<file path="src/sv/rorkt_pkg.sv">
// ----------------------------------------------------------------------------
// rorkt_pkg: shared types and constants for the recency ordered keyed table
// Record layout, request and result codes, cell commands and name shaping.
// ----------------------------------------------------------------------------
package rorkt_pkg;

   localparam int CAPACITY   = 16;
   localparam int NAME_BYTES = 8;
   localparam int COUNT_W    = $clog2(CAPACITY + 1);

   localparam int KEY_W   = 32;
   localparam int NAME_W  = 64;
   localparam int PRICE_W = 32;

   typedef enum logic [1:0] {
      OP_INSERT = 2'd0,
      OP_DELETE = 2'd1,
      OP_SEARCH = 2'd2,
      OP_DUMP   = 2'd3
   } op_type;

   typedef enum logic [2:0] {
      ST_INSERTED  = 3'd0,
      ST_FULL      = 3'd1,
      ST_DELETED   = 3'd2,
      ST_FOUND     = 3'd3,
      ST_NOT_FOUND = 3'd4,
      ST_ENTRY     = 3'd5,
      ST_EMPTY     = 3'd6
   } status_type;

   typedef struct packed {
      logic [PRICE_W-1:0] price;
      logic [NAME_W-1:0]  name;
      logic [KEY_W-1:0]   key;
   } record_type;

   // What every cell does in a given cycle
   typedef enum logic [1:0] {
      CELL_HOLD   = 2'd0,
      CELL_INSERT = 2'd1,
      CELL_DELETE = 2'd2,
      CELL_ROTATE = 2'd3
   } cell_op_type;

   typedef struct packed {
      cell_op_type      op;
      logic [KEY_W-1:0] key;
   } cell_ctl_type;

   // Keep the low NAME_BYTES bytes, clear everything from the first zero byte on
   function automatic logic [NAME_W-1:0] shape_name(input logic [NAME_W-1:0] raw);
      logic [NAME_W-1:0] kept;
      logic              alive;
      kept  = '0;
      alive = 1'b1;
      for (int b = 0; b < NAME_BYTES; b++) begin
         if (raw[8*b +: 8] == 8'h00) begin
            alive = 1'b0;
         end
         if (alive) begin
            kept[8*b +: 8] = raw[8*b +: 8];
         end
      end
      return kept;
   endfunction

endpackage

</file>
<file path="src/sv/rorkt_cell.sv">
// ----------------------------------------------------------------------------
// rorkt_cell: one position of the record chain
// Holds one record and its used bit, matches the key, and moves records to
// or from its neighbors on insert, delete and dump rotation.
// ----------------------------------------------------------------------------
module rorkt_cell (
   input  logic                  clock,
   input  logic                  reset,
   input  rorkt_pkg::cell_ctl_type ctl,
   input  rorkt_pkg::record_type prev_rec,
   input  logic                  prev_used,
   input  rorkt_pkg::record_type next_rec,
   input  logic                  next_used,
   input  rorkt_pkg::record_type head_rec,
   input  logic                  hit_in,
   input  rorkt_pkg::record_type found_in,
   output rorkt_pkg::record_type rec_out,
   output logic                  used_out,
   output logic                  hit_out,
   output rorkt_pkg::record_type found_out
);

   rorkt_pkg::record_type rec_ff, rec_in;
   logic                  used_ff, used_in;
   logic                  my_hit;

   // Match only occupied positions; the first match toward the front wins
   assign my_hit    = used_ff && (rec_ff.key == ctl.key);
   assign hit_out   = hit_in | my_hit;
   assign found_out = (my_hit && !hit_in) ? rec_ff : found_in;
   assign rec_out   = rec_ff;
   assign used_out  = used_ff;

   // Pick the next content of this position
   always_comb begin
      rec_in  = rec_ff;
      used_in = used_ff;
      unique case (ctl.op)
         rorkt_pkg::CELL_HOLD: begin
         end
         rorkt_pkg::CELL_INSERT: begin
            rec_in  = prev_rec;
            used_in = prev_used;
         end
         rorkt_pkg::CELL_DELETE: begin
            if (hit_out) begin
               rec_in  = next_rec;
               used_in = next_used;
            end
         end
         rorkt_pkg::CELL_ROTATE: begin
            if (used_ff && !next_used) begin
               rec_in = head_rec;
            end else if (used_ff) begin
               rec_in = next_rec;
            end
         end
         default: begin
         end
      endcase
   end

   always_ff @(posedge clock) begin
      rec_ff <= rec_in;
   end

   always_ff @(posedge clock) begin
      if (reset) begin
         used_ff <= 1'b0;
      end else begin
         used_ff <= used_in;
      end
   end

endmodule
</file>
<file path="config.mk">
export PLATFORM = sky130hd
export DESIGN_NAME = rorkt_cell
export DESIGN_NICKNAME = d
export VERILOG_FILES = /design/src/sv/rorkt_pkg.sv /design/src/sv/rorkt_cell.sv
export SDC_FILE = /design/constraint.sdc
export NUM_CORES = 1
export LEC_CHECK = 0
export BUFFER_PORTS_ARGS = -buffer_cell sky130_fd_sc_hd__buf_4
export CORE_AREA = 2 2 313 315
export CTS_CLUSTER_DIAMETER = 40
export DETAILED_ROUTE_END_ITERATION = 10
export DIE_AREA = 0 0 315 317
export HOLD_SLACK_MARGIN = 0.03
export PLACE_DENSITY_LB_ADDON = 0.12
export SYNTH_ARGS = -nofsm -noshare
export SYNTH_HDL_FRONTEND = slang
export SYNTH_SLANG_ARGS = --single-unit
export TNS_END_PERCENT = 50
</file>
<file path="constraint.sdc">
create_clock -name clock -period 14.28 [get_ports clock]
set_clock_uncertainty 0.05 [all_clocks]
set_input_delay 2.142 -clock clock [delete_from_list [all_inputs] [get_ports clock]]
set_output_delay 2.142 -clock clock [all_outputs]
set_load 0.01 [all_outputs]
</file>
==> flow_metrics.py <==
metrics = {
    "synth": {
        "synthCells": 771,
        "syn-num-nets": 1322,
        "synth-main-ff-cell": "edfxtp_1",
        "seq_area_frac_synth": 0.4283,
        "yosysTopAreaCell": "edfxtp_1",
        "syn-cell-area_sq_um": 9021,
        "yosysTopAreaCellShare": 0.4261,
        "syn_avg_cell_area_sq_um": 11.70,
        "synth-seq-cells": 129,
        "ys_warn_count": 0,
        "synth_common_cells": "nor2_1, a21oi_1, edfxtp_1, mux2i_1, mux2_4",
        "synth_area_leaders": "edfxtp_1, mux2_4, mux2i_1",
        "synth-edff-count": 128,
        "ys_types": 35,
        "synthArstFlopShare": 0,
        "yosysMostFrequentCell": "nor2_1",
    },
    "hold_path": {
        "worstHoldPathType": "flip-flop to flip-flop",
    },
    "die": {
        "dieHeight_um": 317,
        "die_w_um": 315,
        "fp.coreArea_sq_um": 96280,
        "start_util": 0.09370,
        "fp-row-count": 114,
        "fp.dieArea_sq_um": 99860,
        "ios": 809,
    },
    "power": {
        "leakage_uw": 0.008070,
        "peakVddDrop_v": 0.00007305,
        "power_density_nw_per_um2": 76.58,
    },
    "routing": {
        "drc_errors": 0,
        "vias": 9171,
        "via_per_inst": 3.227,
        "drtIter0Drc": 311,
        "drt_first_pass_iters": 5,
        "routedWlPerCell_um": 18.60,
        "postRouteAntennaNets": 0,
        "drt-total-wl_um": 52870,
    },
    "cts": {
        "root_buffer": "clkbuf_16",
        "cts_repair_resize_count": 0,
        "clock_sinks": 129,
        "postCtsSetupBuffers": 0,
        "clockBufferDepth": 2,
        "cts_tree": "done",
        "cts_buffers": 17,
        "cts-hold-fix-buffers": 0,
        "clk_latency_ns": 0.49,
        "clk_pin_slew_ns": 0.07,
        "cts_max_level": 4,
    },
    "sta": {
        "relSlewSlack": 0.3096,
        "rsz0062_at_grt": "no",
        "worst_pin_slew_ns": 1.036,
        "setup_violations": 0,
        "fmax_ghz": 0.1289,
        "setup_ws_ns": 6.519,
        "setup_tns_ns": 0,
        "min_period_ns": 7.761,
        "finalMaxSlewViolations": 0,
        "final-hold-violation-count": 0,
        "period_share": 0.5435,
        "timing.hold.ws_ns": 0.7491,
    },
    "critical_path": {
        "end_kind": "output pin",
        "crit_arrival_ns": 5.57,
        "worst_ep_required_time_ns": 12.09,
        "cp_max_fo": 55,
        "setup.worst_path.start_class": "primary input",
        "path_class": "primary input to output pin",
    },
    "final_layout": {
        "drive_gt1_frac": 0.6179,
        "fill_cells": 10770,
        "final_nets": 2104,
        "area_growth_pct": 88.09,
    },
    "placed_design": {
        "hpwlAfterDp_um": 42890,
        "gp_congestion": 0.7497,
        "place_ws_ns": 6.480,
        "port-buffer-count": 808,
    },
    "global_route": {
        "grt_first_pass_wirelength_um": 69550,
        "grt_max_degree": 126,
        "antenna_found_initial": 3,
        "grt_util_all_layers": 0.09947,
        "grt.overflow.total": 0,
        "first_global_vias": 9575,
    },
    "outcome": {
        "status": "complete, no violations",
    },
    "flow_run": {
        "maxCapViolations": 0,
    },
}
[area by class of cell]
cell class | instances | area (sq um) | area share
Clock buffer | 18 | 429.2 | 0.02529
Multi-Input combinational cell | 579 | 4733 | 0.2790
Inverter | 6 | 22.52 | 0.001327
Timing Repair Buffer | 820 | 6175 | 0.3639
Clock inverter | 13 | 145.1 | 0.008554
Tap cell | 1276 | 1597 | 0.09409
Antenna cell | 1 | 2.502 | 0.0001475
Sequential cell | 129 | 3864 | 0.2277
[power breakdown]
group / switching [uW] / internal [uW] / total, uW / leakage (uW)
logic: 136 / 203 / 339 / 0.00657
registers: 28.4 / 457 / 485 / 0.00122
clock network: 206 / 270 / 476 / 0.000278
[critical path: stages]
cell      delay [ns]
buf_4           0.11
nor2b_1         0.12
a2111o_1        0.42
nor4_2          0.32
nand4_1         0.18
nor2_4          0.10
buf_4           0.63
buf_4           0.78
mux2_2          0.42
buf_4           0.14
[worst paths after layout]
path	start	endpoint	slack, ns	cells after the start
max	ctl[15]	found_out[109]	6.52	10
min	used_out$_SDFFE_PP0P_	used_out$_SDFFE_PP0P_	0.75	3
max reg2reg	used_out$_SDFFE_PP0P_	rec_out[91]$_DFFE_PP_	10.70	6
min reg2reg	used_out$_SDFFE_PP0P_	used_out$_SDFFE_PP0P_	0.75	3
[sequential cells by signal, indices dropped and copies added, names as in the netlist]
register / flops
rec_out: 128
used_out: 1
[per-layer routing]
layer  track usage  vias to the layer above  part of all wire
li1              -                     4415                 -
met1        0.1030                     4312              0.36
met2        0.1924                      413              0.56
met3       0.02778                       31             0.070
met4       0.02987                        0             0.013
met5             0                        -                 0
[logic make-up (layout without fill, tap and decap cells)]
kind of cell              after synthesis  in the layout  synth area share
muxes                                 257            257            0.3447
and+or+nand+nor                       161            161           0.07587
AOI/OAI and AO/OA                     140            140           0.08169
DFF                                   129            129            0.4283
buffers and inverters                  63            857           0.04910
xor gates and xnor gates               21             21           0.02039
other                                   0              1                 0
[cell usage in the layout (no fill, tap or decap), types with 2 or more instances in the layout]
cell / netlist / routed
bufinv_16: 0 / 3
a2111o_1: 2 / 2
nand2b_1: 7 / 7
nor2b_1: 7 / 7
clkinv_1: 0 / 3
mux2_4: 100 / 100
mux2i_1: 128 / 128
o2111ai_1: 3 / 3
clkbuf_16: 0 / 17
nor2_1: 131 / 131
nor3_1: 2 / 2
o21ai_0: 2 / 2
edfxtp_1: 128 / 128
mux2_2: 16 / 16
clkinvlp_4: 0 / 2
inv_1: 6 / 6
clkinv_2: 0 / 4
nor4_1: 2 / 2
a21oi_1: 129 / 129
buf_4: 0 / 818
nand4_1: 5 / 5
xnor2_1: 21 / 21
mux2_1: 13 / 13
[stage by stage]
step | util | total power, uW | cell area (sq um) | instances
after floorplan | - | 608.7 | 9021 | 771
after global placement | 0.1702 | 841.7 | 16390 | 2810
after detailed placement | 0.1702 | 841.1 | 16390 | 2810
after CTS | 0.1762 | 1344 | 16970 | 2841
after global routing | 0.1762 | 1371 | 16970 | 2841
final | 0.1762 | 1299 | 16970 | 2842
No activity file was read; power rests on OpenSTA's default activity.
